`src/hw/rtl/pdt_pkg.sv`:
```
`default_nettype none
// ----------------------------------------------------------------------------
// pdt_pkg
// Shared types and constants for the posture debounce tracker.
// ----------------------------------------------------------------------------
package pdt_pkg;

    // Confirmed or per-frame posture
    typedef enum logic [1:0] {
        POSTURE_NONE  = 2'd0,
        POSTURE_STAND = 2'd1,
        POSTURE_SIT   = 2'd2
    } posture_t;

    // Event reported on a confirmed posture change
    typedef enum logic [2:0] {
        EV_NONE          = 3'd0,
        EV_STOOD_UP      = 3'd1,
        EV_SAT_DOWN      = 3'd2,
        EV_ARRIVED_STAND = 3'd3,
        EV_ARRIVED_SIT   = 3'd4,
        EV_LEFT_STAND    = 3'd5,
        EV_LEFT_SIT      = 3'd6
    } event_t;

    // Configuration register indexes
    localparam logic CFG_SIT_THRESHOLD  = 1'b0;
    localparam logic CFG_CONFIRM_FRAMES = 1'b1;

    // Field widths
    localparam int DIST_BITS   = 10;
    localparam int COUNT_BITS  = 4;
    localparam int REPORT_BITS = 32;

    // Reset values and defaults
    localparam logic [DIST_BITS-1:0]  SIT_THRESHOLD_RESET  = 10'd120;
    localparam logic [COUNT_BITS-1:0] CONFIRM_FRAMES_RESET = 4'd2;
    localparam int                    DURATION_BITS_DEF    = 32;

endpackage : pdt_pkg
`default_nettype wire

```
`src/hw/rtl/posture_debounce_tracker_unit.sv`:
```
`default_nettype none
// ----------------------------------------------------------------------------
// posture_debounce_tracker_unit
// Classifies presence frames, debounces posture changes and tracks sit time.
// ----------------------------------------------------------------------------
// Takes one frame per clock cycle when the result side keeps up. A frame is
// captured in an input register, and once the result register is free the
// whole update (classification, debounce, event and sit counter) runs as one
// short combinational step into the result register, which presents the
// result. Configuration writes are always ready and must be issued while no
// frame is in flight.
// ----------------------------------------------------------------------------
module posture_debounce_tracker_unit
    import pdt_pkg::*;
#(
    parameter int DURATION_BITS = DURATION_BITS_DEF
)
(
    input  wire logic                   clk,
    input  wire logic                   rst_n,

    input  wire logic                   cfg_valid,
    output logic                        cfg_ready,
    input  wire logic                   cfg_index,
    input  wire logic [DIST_BITS-1:0]   cfg_data,

    input  wire logic                   frame_valid,
    output logic                        frame_stall,
    input  wire logic                   presence,
    input  wire logic [DIST_BITS-1:0]   lower_boundary_cm,

    output logic                        result_valid,
    input  wire logic                   result_stall,
    output logic [1:0]                  posture,
    output logic [2:0]                  event_code,
    output logic [REPORT_BITS-1:0]      reported_seconds,
    output logic [REPORT_BITS-1:0]      sit_seconds
);

    localparam logic [COUNT_BITS-1:0] COUNT_MAX = '1;

    // Configuration
    logic [DIST_BITS-1:0]   threshold_reg;
    logic [COUNT_BITS-1:0]  confirm_reg;

    // Input stage
    logic                   in_vld_reg;
    logic                   in_presence_reg;
    logic [DIST_BITS-1:0]   in_dist_reg;

    // Tracker state
    posture_t               confirmed_reg, confirmed_next;
    posture_t               candidate_reg, candidate_next;
    logic [COUNT_BITS-1:0]  stable_reg, stable_next;
    logic [DURATION_BITS-1:0] sit_cnt_reg, sit_cnt_next;

    // Result stage
    logic                   res_vld_reg;
    posture_t               res_posture_reg;
    event_t                 res_event_reg;
    logic [REPORT_BITS-1:0] res_reported_reg;
    logic [REPORT_BITS-1:0] res_sit_reg;

    // Handshake and datapath wires
    logic                   frame_take;
    logic                   res_free;
    logic                   advance;
    posture_t               target;
    logic [COUNT_BITS-1:0]  stable_inc;
    logic                   change;
    event_t                 event_next;
    logic                   report_sit;
    logic                   clear_cnt;
    logic [DURATION_BITS-1:0] cnt_kept;
    logic [REPORT_BITS-1:0] reported_next;
    logic [REPORT_BITS-1:0] sit_out_next;

    // Handshake control
    assign cfg_ready   = 1'b1;
    assign res_free    = !res_vld_reg || !result_stall;
    assign advance     = in_vld_reg && res_free;
    assign frame_stall = in_vld_reg && !res_free;
    assign frame_take  = frame_valid && !frame_stall;

    // Write configuration registers
    always_ff @(posedge clk or negedge rst_n)
    begin
        if (!rst_n)
        begin
            threshold_reg <= SIT_THRESHOLD_RESET;
            confirm_reg   <= CONFIRM_FRAMES_RESET;
        end
        else if (cfg_valid && cfg_ready)
        begin
            case (cfg_index)
                CFG_SIT_THRESHOLD:  threshold_reg <= cfg_data;
                CFG_CONFIRM_FRAMES: confirm_reg   <= cfg_data[COUNT_BITS-1:0];
                default:            ;
            endcase
        end
    end

    // Capture the incoming frame
    always_ff @(posedge clk or negedge rst_n)
    begin
        if (!rst_n)
        begin
            in_vld_reg <= 1'b0;
        end
        else if (frame_take)
        begin
            in_vld_reg <= 1'b1;
        end
        else if (advance)
        begin
            in_vld_reg <= 1'b0;
        end
    end

    always_ff @(posedge clk)
    begin
        if (frame_take)
        begin
            in_presence_reg <= presence;
            in_dist_reg     <= lower_boundary_cm;
        end
    end

    // Classify the frame
    always_comb
    begin
        if (!in_presence_reg)
            target = POSTURE_NONE;
        else if (in_dist_reg >= threshold_reg)
            target = POSTURE_SIT;
        else
            target = POSTURE_STAND;
    end

    // Debounce and pick the event
    always_comb
    begin
        stable_inc     = (stable_reg != COUNT_MAX) ? stable_reg + 1'b1 : stable_reg;
        change         = 1'b0;
        confirmed_next = confirmed_reg;
        candidate_next = candidate_reg;
        stable_next    = stable_reg;
        event_next     = EV_NONE;
        report_sit     = 1'b0;
        clear_cnt      = 1'b0;

        if (target == confirmed_reg)
        begin
            candidate_next = confirmed_reg;
            stable_next    = '0;
        end
        else if (target == candidate_reg)
        begin
            stable_next = stable_inc;
            if (stable_inc >= confirm_reg)
            begin
                change         = 1'b1;
                confirmed_next = target;
                stable_next    = '0;
            end
        end
        else
        begin
            candidate_next = target;
            stable_next    = COUNT_BITS'(1);
        end

        if (change)
        begin
            case ({confirmed_reg, target})
                {POSTURE_SIT, POSTURE_STAND}:
                begin
                    event_next = EV_STOOD_UP;
                    report_sit = 1'b1;
                end
                {POSTURE_STAND, POSTURE_SIT}:
                begin
                    event_next = EV_SAT_DOWN;
                    clear_cnt  = 1'b1;
                end
                {POSTURE_NONE, POSTURE_STAND}:
                begin
                    event_next = EV_ARRIVED_STAND;
                end
                {POSTURE_NONE, POSTURE_SIT}:
                begin
                    event_next = EV_ARRIVED_SIT;
                    clear_cnt  = 1'b1;
                end
                {POSTURE_SIT, POSTURE_NONE}:
                begin
                    event_next = EV_LEFT_SIT;
                    report_sit = 1'b1;
                    clear_cnt  = 1'b1;
                end
                {POSTURE_STAND, POSTURE_NONE}:
                begin
                    event_next = EV_LEFT_STAND;
                    clear_cnt  = 1'b1;
                end
                default:
                begin
                    event_next = EV_NONE;
                end
            endcase
        end
    end

    // Update the sit counter, saturating
    always_comb
    begin
        cnt_kept     = clear_cnt ? '0 : sit_cnt_reg;
        sit_cnt_next = cnt_kept;
        if (confirmed_next == POSTURE_SIT && cnt_kept != '1)
            sit_cnt_next = cnt_kept + 1'b1;
    end

    // Clamp or zero-extend counter values onto the 32-bit result fields
    logic [REPORT_BITS-1:0] cnt_now_32;
    logic [REPORT_BITS-1:0] cnt_next_32;

    generate
        if (DURATION_BITS > REPORT_BITS)
        begin : g_clamp
            assign cnt_now_32  = (|sit_cnt_reg[DURATION_BITS-1:REPORT_BITS]) ?
                                 '1 : sit_cnt_reg[REPORT_BITS-1:0];
            assign cnt_next_32 = (|sit_cnt_next[DURATION_BITS-1:REPORT_BITS]) ?
                                 '1 : sit_cnt_next[REPORT_BITS-1:0];
        end
        else if (DURATION_BITS == REPORT_BITS)
        begin : g_equal
            assign cnt_now_32  = sit_cnt_reg;
            assign cnt_next_32 = sit_cnt_next;
        end
        else
        begin : g_extend
            assign cnt_now_32  = {{(REPORT_BITS-DURATION_BITS){1'b0}}, sit_cnt_reg};
            assign cnt_next_32 = {{(REPORT_BITS-DURATION_BITS){1'b0}}, sit_cnt_next};
        end
    endgenerate

    assign reported_next = report_sit ? cnt_now_32 : '0;
    assign sit_out_next  = cnt_next_32;

    // Advance tracker state
    always_ff @(posedge clk or negedge rst_n)
    begin
        if (!rst_n)
        begin
            confirmed_reg <= POSTURE_NONE;
            candidate_reg <= POSTURE_NONE;
            stable_reg    <= '0;
            sit_cnt_reg   <= '0;
        end
        else if (advance)
        begin
            confirmed_reg <= confirmed_next;
            candidate_reg <= candidate_next;
            stable_reg    <= stable_next;
            sit_cnt_reg   <= sit_cnt_next;
        end
    end

    // Hold the result transaction until taken
    always_ff @(posedge clk or negedge rst_n)
    begin
        if (!rst_n)
        begin
            res_vld_reg <= 1'b0;
        end
        else if (advance)
        begin
            res_vld_reg <= 1'b1;
        end
        else if (!result_stall)
        begin
            res_vld_reg <= 1'b0;
        end
    end

    always_ff @(posedge clk)
    begin
        if (advance)
        begin
            res_posture_reg  <= confirmed_next;
            res_event_reg    <= event_next;
            res_reported_reg <= reported_next;
            res_sit_reg      <= sit_out_next;
        end
    end

    assign result_valid     = res_vld_reg;
    assign posture          = res_posture_reg;
    assign event_code       = res_event_reg;
    assign reported_seconds = res_reported_reg;
    assign sit_seconds      = res_sit_reg;

`ifndef NO_ASSERTIONS
    // A pending count always belongs to a candidate other than the confirmed one
    a_stable_cand: assert property (@(posedge clk) disable iff (!rst_n)
        stable_reg != '0 |-> candidate_reg != confirmed_reg)
        else $error("stable count set while candidate equals confirmed posture");

    // No accumulated sit time survives while nobody is present
    a_none_clear: assert property (@(posedge clk) disable iff (!rst_n)
        confirmed_reg == POSTURE_NONE |-> sit_cnt_reg == '0)
        else $error("sit counter nonzero with no confirmed presence");

    // Sit time is reported only when leaving a sit
    a_report_event: assert property (@(posedge clk) disable iff (!rst_n)
        res_vld_reg && res_reported_reg != '0 |->
            res_event_reg == EV_STOOD_UP || res_event_reg == EV_LEFT_SIT)
        else $error("reported seconds on an event that does not leave a sit");

    // A sit event leaves the tracker seated with a counter already running
    a_sit_event: assert property (@(posedge clk) disable iff (!rst_n)
        advance && (event_next == EV_SAT_DOWN || event_next == EV_ARRIVED_SIT) |=>
            confirmed_reg == POSTURE_SIT && sit_cnt_reg == DURATION_BITS'(1))
        else $error("sit event did not restart the sit counter");
`endif

endmodule : posture_debounce_tracker_unit
`default_nettype wire
```
`config.mk`:
```
export PLATFORM = sky130hd
export DESIGN_NAME = posture_debounce_tracker_unit
export DESIGN_NICKNAME = d
export VERILOG_FILES = /design/src/hw/rtl/pdt_pkg.sv /design/src/hw/rtl/posture_debounce_tracker_unit.sv
export SDC_FILE = /design/constraint.sdc
export NUM_CORES = 1
export LEC_CHECK = 0
export BUFFER_PORTS_ARGS = -buffer_cell sky130_fd_sc_hd__clkbuf_2
export CAP_MARGIN = 15
export CORE_ASPECT_RATIO = 2
export CORE_MARGIN = 2
export CORE_UTILIZATION = 63
export CTS_BUF_LIST = sky130_fd_sc_hd__clkbuf_4 sky130_fd_sc_hd__clkbuf_8 sky130_fd_sc_hd__clkbuf_16
export CTS_CLUSTER_DIAMETER = 30
export DETAILED_ROUTE_END_ITERATION = 6
export HOLD_SLACK_MARGIN = 0.06
export PLACE_DENSITY = 0.85
export SYNTH_ARGS = -nofsm -noshare
export SYNTH_HDL_FRONTEND = slang
export SYNTH_SLANG_ARGS = --single-unit
```
`constraint.sdc`:
```
create_clock -name clk -period 11.96 [get_ports clk]
set_clock_uncertainty 0.2 [all_clocks]
set_input_delay 0.598 -clock clk [delete_from_list [all_inputs] [get_ports clk]]
set_output_delay 0.598 -clock clk [all_outputs]
set_load 0.05 [all_outputs]
```
# == After elaboration in Yosys (flattened, before gate mapping) ==
# Cells that the tools add are included.
# totals
elab_cells,72
in_bits,27
output_inout_bits,72
reg_bits,136
# op_classes
n_bitwise,1
n_addsub,2
n_reduce_logical,15
magnitude_cmp,2
muxes,25
eq_ne,13
# op_table
op,count
2-to-1 mux 32 bit,2
adder 32 x 1 -> 32 bit (second input constant),1
inequality test 32 bit (second input constant),1
case mux 3 bit (6 select lines),1
2-to-1 mux 4 bit,4
2-to-1 mux 2 bit,7
2-to-1 mux 1 bit,11
greater-or-equal comparator 10 bit,1
equality test 4 x 3 -> 1 bit (second input constant),2
equality test 4 bit (second input constant),2
AND reduction 2 bit,3
adder 4 x 1 -> 4 bit (second input constant),1
equality test 2 bit,2
equality test 4 x 1 -> 1 bit (second input constant),1
equality test 4 x 2 -> 1 bit (second input constant),1
greater-or-equal comparator 4 bit,1
logical AND 1 bit,4
zero test 1 bit,4
inequality test 4 bit (second input constant),1
OR reduction 4 bit,1
equality test 2 bit (second input constant),1
inequality test 2 x 1 -> 1 bit (second input constant),1
inequality test 2 bit (second input constant),1
nonzero test 2 bit,1
other kinds (3),3

# == Longest topological paths before layout ==
# Gate-level depths: netlist of the first run.
# logic_depth
depth_word,11
depth_mapped,22
ltp_nobuf,19

# == Worst setup path before layout of the first run ==
# Ideal clock, no wire load.
# synth_path
path_type,register to register
startpoint,reg stable_reg[0]
endpoint,"reg res_sit_reg[1], in the netlist sit_seconds[1] (data pin)"
period_less_slack_ps,4899
n_path_buf,3
required_ps,11500
stages_incl_launch_ff,21
arrival_ps,4439
setup_slack_ps,7061
setup_time_ps,260
cell_sequence,dfrtp_1 > ha_1 > and3_1 > mux2_2 > ha_1 > or3b_1 > a21o_1 > and4_1 > nand2_1 > nand2_1 > clkbuf_1 > buf_2 > nor2_1 > ha_1 > nand2_1 > nor3_1 > and4_4 > buf_2 > nand2_1 > o21ai_1 > mux2_2
# synth_between
elab_chain_cells,11
elab_cells_between_ends,17
cone_classes,add/sub (2); order compare (1); eq/ne (3); mux (10); reduce/logical (1)
# synth_lines
element,line,source
from (decl),posture_debounce_tracker_unit.sv:54,"logic [COUNT_BITS-1:0] stable_reg, stable_next;"
from (signal assigned),posture_debounce_tracker_unit.sv:264,stable_reg <= stable_next;
adder 4 x 1 -> 4 bit / inequality test 4 bit (equally long branches),posture_debounce_tracker_unit.sv:143,stable_inc = (stable_reg != COUNT_MAX) ? stable_reg + 1'b1 : stable_reg;
2-to-1 mux 4 bit *,posture_debounce_tracker_unit.sv:143,
greater-or-equal comparator 4 bit *,posture_debounce_tracker_unit.sv:160,if (stable_inc >= confirm_reg)
"parallel branches: the longest is 7 deep, another holds adder 32 x 1 -> 32 bit",--,
2-to-1 mux 32 bit *,posture_debounce_tracker_unit.sv:219,if (confirmed_next == POSTURE_SIT && cnt_kept != '1)
net cnt_next_32[1],posture_debounce_tracker_unit.sv:225,logic [REPORT_BITS-1:0] cnt_next_32;
to (signal assigned),posture_debounce_tracker_unit.sv:293,res_sit_reg <= sit_out_next;
to (decl),posture_debounce_tracker_unit.sv:62,logic [REPORT_BITS-1:0] res_sit_reg;
# Mark *: on every way through the listed nets, which the timed path passes.
# A chain may end at the register's enable or synchronous reset.

# == Worst setup path in the final report of the first run ==
# layout_path
startpoint,reg stable_reg[0]
endpoint,"reg res_sit_reg[30], in the netlist sit_seconds[30] (data pin)"
# Same word-level chain as after synthesis.

==> flow_summary.json, run 1 <==
{
  "wl_per_cell_um": 20.8,
  "hold_class": "input pin to async pin",
  "grt_pass1_vias": 6545,
  "h-tree-depth": 4,
  "min_period_ns": 5.63,
  "fmax_ghz": 0.178,
  "setup_viol": 0,
  "ys_ff_latch": 136,
  "cap_violations": 0,
  "first_iter_violations": 666,
  "worst_slew_pin_slew_ns": 1.09,
  "grt_usage_pct": 33.4,
  "worst_slack_ns": 6.33,
  "nets": 846,
  "antenna_cells": 0,
  "irDropWorstVdd_mv": 0.172,
  "place.gp.congestion": 0.942,
  "r2r-end": "sit_seconds[30]",
  "grt_max_degree": 63,
  "fin_setup_tns_ns": 0,
  "dp.cells": 926,
  "yosysSeqAreaShare_pct": 52.2,
  "die_h_um": 156,
  "regToRegSetupSlack_ns": 6.33,
  "firstDrtPassIters": 6,
  "cp-end-kind": "flop",
  "rows": 55,
  "power_mw": 2.41,
  "clock-sinks": 136,
  "p_leak_nw": 3.38,
  "synth_top_cell_by_area": "edfxtp_1",
  "crit_arrival_ns": 5.61,
  "synthCells": 730,
  "cts_buffer_depth": 2,
  "status": "complete, no violations",
  "root_buffer": "clkbuf_16",
  "path_class": "flop to flop",
  "critPathRequiredTime_ns": 11.94,
  "ios": 99,
  "synth_flop_cell": "edfxtp_1",
  "grt_pass1_wl_mm": 31.8,
  "dieWidth_um": 80.1,
  "drc": 0,
  "rsz0062_at_grt": "false",
  "grt-ovfl-total": 0,
  "routed-via-count": 6498,
  "start_kind": "flop",
  "cts_tree": "done",
  "start_util_pct": 64.7,
  "relSlewSlack_pct": 26.8,
  "synth.top_cell.area_share_pct": 32.9,
  "synth_cell_types": 65,
  "antenna_found_initial": 0,
  "syn_avg_cell_area_um2": 10.0,
  "power.density_nw_per_um2": 288,
  "core_um2": 11300,
  "async_reset_ff_share_pct": 41.2,
  "final_layout_size_suffix_gt1_share_pct": 20.1,
  "hold_viol": 0,
  "slew_violations": 0,
  "dp_hpwl_mm": 13.2,
  "synth.area.top_cells": "edfxtp_1, dfrtp_1, nand3_1",
  "yosys_warnings": 0,
  "hold_buffers": 0,
  "numCtsBuffers": 17,
  "routed_wl_mm": 20.0,
  "period_share_pct": 47.1,
  "area_growth_pct": 14.8,
  "synthTopCellsByCount": "edfxtp_1, nand2_1, nand3_1, nor2_1, dfrtp_1",
  "ant_nets": 0,
  "hold_ws_ns": 0.125,
  "post-route-util_pct": 74.3,
  "die-area_um2": 12500,
  "syn_nets": 773,
  "place_area_um2": 7800,
  "syn_area_um2": 7300,
  "place_ws_ns": 6.51,
  "clkSlewWorstSetupHoldPaths_ns": 0.06,
  "port_buffers": 97,
  "synth_enable_flop_cells": 80,
  "ff2ff_path_depth": 19,
  "r2r-start": "stable_reg[0]",
  "fin_cells": 958,
  "cp_max_fo": 48,
  "final_area_um2": 8380,
  "vias_per_cell": 6.78,
  "post-cts-setup-buffer-count": 0,
  "clkLatencyLatePin_ns": 0.42,
  "cts_resized": 0
}
==> cells by family after synthesis <==
group	count (synthesis)	synth area share, %
AO/OA/AOI/OAI	141	13.7
XOR/XNOR	13	1.56
adder cells (fa/ha/maj)	16	2.74
buffers and inverters	86	5.05
flip-flops	136	52.2
multiplexers	10	1.49
other	1	0.0514
AND/OR/NAND/NOR	327	23.3
==> where the power goes <==
part	internal [mW]	switching (mW)
Clock	0.316	0.199
Combinational	0.348	0.792
Sequential	0.636	0.120
Total	1.30	1.11
==> area by class of cell <==
type / count / area, um^2
clock buffer: 20 / 454
clock inverter: 12 / 126
fill: 790 / 2900
inverter: 34 / 128
multi-input combinational: 508 / 3130
sequential: 136 / 3810
tap: 142 / 178
timing repair buffer: 106 / 553
==> cell usage in the layout (no fill, tap or decap), drive strengths merged, types with 3 or more instances in the layout <==
master / n
o21a: 4
nand2b: 10
edfxtp: 80
nor3: 19
a311o: 3
and2: 6
a32oi: 3
and3: 15
inv: 35
and4: 7
dfstp: 5
nand3: 65
or3: 15
xor2: 5
clkbuf: 117
nand2: 80
a32o: 3
o211ai: 22
mux2i: 3
o31ai: 11
buf: 9
a211oi: 3
xnor2: 8
o311ai: 17
dfrtp: 51
nand4b: 6
nor4: 7
a31oi: 4
ha: 16
nor2b: 3
a21oi: 24
or4: 15
o21ai: 31
mux2: 7
nor2: 55
nand3b: 3
nand4: 19
clkinv: 8
==> routing by layer <==
layer  up-vias  part of all wire, %  global-route usage [%]
met5         -                    0                       0
met4         0                  7.2                    23.5
met3       111                  5.9                    7.09
met2       397                   54                    58.6
met1      3112                   33                    34.2
li1       2878                    -                       -
==> worst max-delay path by stage <==
stage,from,cells after the start,to
after global routing,stable_reg[0],19,cnt_now_32[2]
after detailed placement,stable_reg[0],19,cnt_now_32[2]
after global placement,stable_reg[0],19,cnt_now_32[2]
after CTS,stable_reg[0],19,sit_seconds[30]
final,stable_reg[0],19,sit_seconds[30]
after floorplan,stable_reg[0],20,sit_seconds[1]
==> worst max-delay path: stages (launching register included) <==
cell      delay, ns
dfrtp_1        0.41
ha_1           0.22
and3_1         0.26
mux2_2         0.37
ha_1           0.20
or3b_1         0.39
a21o_1         0.26
and4_1         0.19
nand2_1        0.16
nand2_1        0.07
buf_4          0.27
nor2_1         0.22
ha_1           0.20
nand2_1        0.08
nor3_1         0.32
and2_1         0.29
nand3b_1       0.23
nor4_1         0.61
a21oi_1        0.17
o21a_1         0.23
Note: power is estimated with default switching activity, not from simulation.
==> run 2, diff against run 1 <==
ABC_AREA = 1   (was not set)
CORE_UTILIZATION = 52   (was 63)
PLACE_DENSITY = 0.75   (was 0.85)
clock period = 4.9 ns   (was 11.96 ns; I/O delays follow)
==> run 2 against run 1 <==
Against the previous run: design area rose by 3.4%; first-iteration DRC count decreased by 47%; worst hold slack got worse by 0.050 ns; largest power group is now the clock network; flip-flop and latch count unchanged; synthesized area fell by 2.2%; via count shrank 8.2%; critical endpoint is now cnt_now_32[12].
==> flow_summary.json, run 2 <==
{
  "layout_commonest_cell": "nand2_1",
  "yosys_warnings": 0,
  "setup_viol": 0,
  "synth_top_cell_by_area": "edfxtp_1",
  "rows": 60,
  "p_leak_nw": 4.06,
  "post-cts-setup-buffer-count": 0,
  "syn_nets": 901,
  "slew_violations": 0,
  "hp-start": "cfg_valid",
  "regToRegSetupSlack_ns": 0.47,
  "hold_viol": 0,
  "grt_pass1_vias": 6015,
  "async_reset_ff_share_pct": 41.2,
  "final_cell_mix": "nand2_1, inv_1, nor2_1, clkbuf_2, edfxtp_1",
  "relSlewSlack_pct": 43.7,
  "synth.top_cell.area_share_pct": 33.6,
  "syn_avg_cell_area_um2": 8.33,
  "fin_setup_tns_ns": 0,
  "drc": 0,
  "cp_max_fo": 18,
  "place_area_um2": 7740,
  "worst_slew_pin_slew_ns": 0.845,
  "routed-via-count": 5967,
  "r2r-start": "stable_reg[0]",
  "numCtsBuffers": 17,
  "holdPathStages": 3,
  "ff2ff_path_depth": 29,
  "yosysSeqAreaShare_pct": 53.3,
  "grt_usage_pct": 25.1,
  "synth_flop_cell": "edfxtp_1",
  "synth_enable_flop_cells": 80,
  "cp_top_family": "simple AND/OR/NAND/NOR gates",
  "path_buf_inv": 7,
  "cts_buffer_depth": 2,
  "irDropWorstVdd_mv": 0.273,
  "cap_violations": 0,
  "root_buffer": "clkbuf_16",
  "start_kind": "flop",
  "status": "complete, no violations",
  "first_iter_violations": 353,
  "grt-ovfl-total": 0,
  "vias_per_cell": 5.17,
  "path_class": "flop to flop",
  "antenna_cells": 0,
  "rsz0062_at_grt": "false",
  "place_ws_ns": 0.541,
  "area_growth_pct": 21.3,
  "crit_top_cell": "nand2_1",
  "post-route-util_pct": 64.5,
  "die-area_um2": 14700,
  "ys_ff_latch": 136,
  "min_period_ns": 4.43,
  "start_util_pct": 53.2,
  "dp.cells": 1094,
  "firstDrtPassIters": 5,
  "critPathRequiredTime_ns": 5.05,
  "final_layout_size_suffix_gt1_share_pct": 18.2,
  "fmax_ghz": 0.226,
  "h-tree-depth": 4,
  "synth.area.top_cells": "edfxtp_1, dfrtp_1, nand2_1",
  "port_buffers": 97,
  "synthCells": 858,
  "dp_hpwl_mm": 12.3,
  "synth_cell_types": 41,
  "ant_nets": 0,
  "crit_slowest_cell": "dfrtp_1",
  "place.gp.congestion": 0.997,
  "clkSlewWorstSetupHoldPaths_ns": 0.06,
  "grt_max_degree": 59,
  "nets": 1029,
  "die_h_um": 170,
  "cp-end-kind": "flop",
  "synthTopCellsByCount": "nand2_1, inv_1, nor2_1, edfxtp_1, nand3_1",
  "worst_slack_ns": 0.472,
  "startpoint": "stable_reg[0]",
  "fin_cells": 1154,
  "endpoint": "cnt_now_32[12]",
  "antenna_found_initial": 0,
  "cpPeakStageDelay_ns": 0.35,
  "path_depth": 29,
  "yosysMostFrequentCell": "nand2_1",
  "clkLatencyLatePin_ns": 0.42,
  "syn_area_um2": 7140,
  "dieWidth_um": 86.9,
  "final_area_um2": 8670,
  "cts_tree": "done",
  "n_fill_cell": 1114,
  "ios": 99,
  "core_um2": 13400,
  "period_share_pct": 90.4,
  "routed_wl_mm": 17.7,
  "power.density_nw_per_um2": 422,
  "wl_per_cell_um": 15.4,
  "r2r-end": "cnt_now_32[12]",
  "cts_resized": 0,
  "clock-sinks": 136,
  "grt_pass1_wl_mm": 27.9,
  "crit_arrival_ns": 4.58,
  "hold_class": "input pin to flop"
}
==> run 2: kinds of logic after synthesis <==
group           count (synthesis)  synth area share (%)
compound gates                 41                  3.13
simple gates                  506                  30.2
buf+inv                       143                  8.62
xor+xnor                       15                  1.84
other cells                     1                0.0525
flops                         136                  53.3
fa+ha+maj                      16                  2.80
==> run 2: cell type report <==
| type | count | area [um^2] | area share [%] |
|---|---|---|---|
| Multi-Input combinational cell | 579 | 2720 | 31.4 |
| Timing Repair Buffer | 134 | 846 | 9.76 |
| Inverter | 118 | 448 | 5.17 |
| Clock buffer | 20 | 448 | 5.17 |
| Tap cell | 155 | 194 | 2.24 |
| Sequential cell | 136 | 3810 | 44.0 |
| Clock inverter | 12 | 201 | 2.32 |
==> run 2: how the worst min path moves through the flow <==
stage                            end  slack [ns]
finish                confirm_reg[3]        0.08
CTS                   confirm_reg[3]        0.07
global placement      in_dist_reg[5]        0.22
global route          confirm_reg[3]        0.11
detailed placement    in_dist_reg[8]        0.22
floorplan           candidate_reg[0]       -0.25
==> run 2: repair_timing <==
action | 4_1_cts | 5_1_grt
setup endpoints to repair | 0 | 0
hold buffers | 28 | 0
endpoints found under the hold margin | 78 | 0
==> run 2: worst register-to-register path: cells and delay by family (launching register included) <==
kind,cells,cell delay [ns]
compound gates,2,0.38
fa+ha+maj,3,0.67
buf+inv,7,0.91
flops,1,0.35
simple gates,17,1.86
==> run 2: per-stage QoR <==
step           total power [mW]  hold slack (ns)
2_1_floorplan              2.06           -0.251
3_3_place_gp               2.23            0.222
3_5_place_dp               2.24            0.224
4_1_cts                    3.67           0.0714
5_1_grt                    3.80            0.110
6_report                   3.66           0.0754
==> run 2: power breakdown <==
group          internal (mW)  switching, mW  leakage, nW
Sequential              1.35         0.0567         1.53
Combinational          0.210          0.631         2.22
Clock                  0.920          0.491        0.316
Total                   2.48           1.18         4.06
==> run 2: metal layers <==
metal	GRT usage (%)	routed length (um)
met1	23.4	6020
met2	47.7	10100
met3	4.04	551
met4	16.6	1080
met5	0	0
==> run 3, diff against run 2 <==
ABC_AREA = not set   (was 1)
==> run 3 against run 2 <==
Against the previous run: clock-buffer cell count decreased by 2; maximum frequency shrank 5.5%; first-iteration DRC count increased by 59%; critical path type unchanged.
==> flow_summary.json, run 3 (same netlist as run 1, synthesis figures left out) <==
{
  "clock-sinks": 136,
  "place.gp.congestion": 0.922,
  "fin_cells": 1049,
  "grt-ovfl-total": 0,
  "grt_pass1_vias": 6543,
  "power_mw": 6.07,
  "ant_nets": 0,
  "final_area_um2": 8880,
  "ios": 99,
  "n_fill_cell": 1099,
  "clkLatencyLatePin_ns": 0.42,
  "cap_violations": 0,
  "fin_setup_tns_ns": 0,
  "vias_per_cell": 6.22,
  "nets": 890,
  "dieWidth_um": 87.8,
  "relSlewSlack_pct": 18.1,
  "cts_buffer_depth": 2,
  "path_class": "flop to flop",
  "antenna_found_initial": 0,
  "hold_viol": 0,
  "routed-via-count": 6520,
  "cpPeakStageDelay_ns": 0.44,
  "dp_hpwl_mm": 13.6,
  "firstDrtPassIters": 5,
  "antenna_cells": 0,
  "dp.cells": 986,
  "regToRegSetupSlack_ns": 0.21,
  "slew_violations": 0,
  "setup_viol": 0,
  "first_iter_violations": 563,
  "rows": 61,
  "period_share_pct": 95.7,
  "cts_tree": "done",
  "routed_wl_mm": 20.4,
  "crit_arrival_ns": 4.78,
  "final_layout_size_suffix_gt1_share_pct": 22.1,
  "die-area_um2": 15100,
  "h-tree-depth": 4,
  "drc": 0,
  "clkSlewWorstSetupHoldPaths_ns": 0.06,
  "crit_slowest_cell": "dfrtp_2",
  "grt_pass1_wl_mm": 32.4,
  "numCtsBuffers": 17,
  "core_um2": 13800,
  "fmax_ghz": 0.213,
  "die_h_um": 172,
  "p_leak_nw": 3.57,
  "start_util_pct": 52.9,
  "grt_max_degree": 57,
  "place_area_um2": 7950,
  "area_growth_pct": 21.7,
  "layout_commonest_cell": "clkbuf_2",
  "rsz0062_at_grt": "false",
  "hold_class": "input pin to async pin",
  "min_period_ns": 4.69,
  "root_buffer": "clkbuf_16",
  "wl_per_cell_um": 19.4,
  "status": "complete, no violations",
  "power.density_nw_per_um2": 683,
  "worst_slew_pin_slew_ns": 1.22,
  "crit_chain": "ha_1 > and3_2 > mux2_2 > ha_1 > or3b_1 > a21o_4 > and4_1 > o21ai_2 > nand2_1 > nor2_2 > ha_1 > nand2_1 > nor3_2 > nand4_1 > buf_4 > nand3_2 > nor3_4 > buf_4 > buf_4 > a32oi_1 > o21ai_0",
  "final_cell_mix": "clkbuf_2, edfxtp_1, nand2_1, nand3_1, nor2_1",
  "grt_usage_pct": 28.3,
  "start_kind": "flop",
  "cp-end-kind": "flop",
  "critPathRequiredTime_ns": 5.00,
  "cp_max_fo": 8,
  "port_buffers": 97,
  "irDropWorstVdd_mv": 0.353
}
[run 3: worst paths after layout]
| kind | endpoint | cells past startpoint | from |
|---|---|---|---|
| max in group asynchronous | stable_reg[0] | 3 | rst_n |
| worst min-delay path | threshold_reg[9] | 3 | rst_n |
| worst min register to register | confirm_reg[3] | 1 | confirm_reg[3] |
| worst max register to register | cnt_now_32[18] | 21 | stable_reg[0] |
| worst max-delay path | cnt_now_32[18] | 21 | stable_reg[0] |
| min in group clk | confirm_reg[3] | 1 | confirm_reg[3] |
[run 3: power breakdown]
part / internal (mW) / switching, mW / leakage, nW / total (mW)
logic: 0.973 / 1.97 / 1.95 / 2.95
clock network: 0.765 / 0.517 / 0.283 / 1.28
registers: 1.55 / 0.286 / 1.33 / 1.84
[run 3: per-layer routing]
metal | GRT usage (%) | routed length (um) | vias up
li1 | - | - | 2955
met1 | 29.6 | 6880 | 3116
met2 | 48.8 | 10900 | 345
met3 | 4.80 | 1100 | 104
met4 | 21.9 | 1520 | 0
met5 | 0 | 0 | -
[run 3: what timing repair did]
action                                  CTS  global route
pin swaps                                 1             1
resized for setup                         1            10
hold buffers                             27             1
buffers inserted                          2             0
hold endpoints to repair                 78             2
endpoints found under the setup margin    4            43
gates cloned                              0             0
[run 3: final cells by class]
cell class	instances	area [um^2]	share of cell area, %
clock buffer	18	439	4.94
multi-input combinational	508	3170	35.6
sequential	136	3810	42.9
tap	189	236	2.66
timing repair buffer	150	953	10.7
inverter	34	128	1.44
clock inverter	14	150	1.69
[run 3: metrics by stage]
step | hold slack (ns) | setup WS [ns] | util [%]
final | 0.307 | 0.213 | 64.3
after global routing | 0.333 | 0.0142 | 64.3
after CTS | 0.120 | 0.0219 | 63.9
after detailed placement | 0.224 | -0.0357 | 57.5
after global placement | 0.222 | 0.228 | 57.5
after floorplan | -0.251 | 0.00143 | -
[run 3: worst max-delay path: cells and delay by family (launching register included)]
| kind | cells | cell delay [ns] |
|---|---|---|
| AND/OR/NAND/NOR | 10 | 1.79 |
| AO/OA/AOI/OAI | 4 | 0.68 |
| adder cells (fa/ha/maj) | 3 | 0.65 |
| buffers and inverters | 3 | 0.50 |
| flip-flops | 1 | 0.44 |
| multiplexers | 1 | 0.29 |
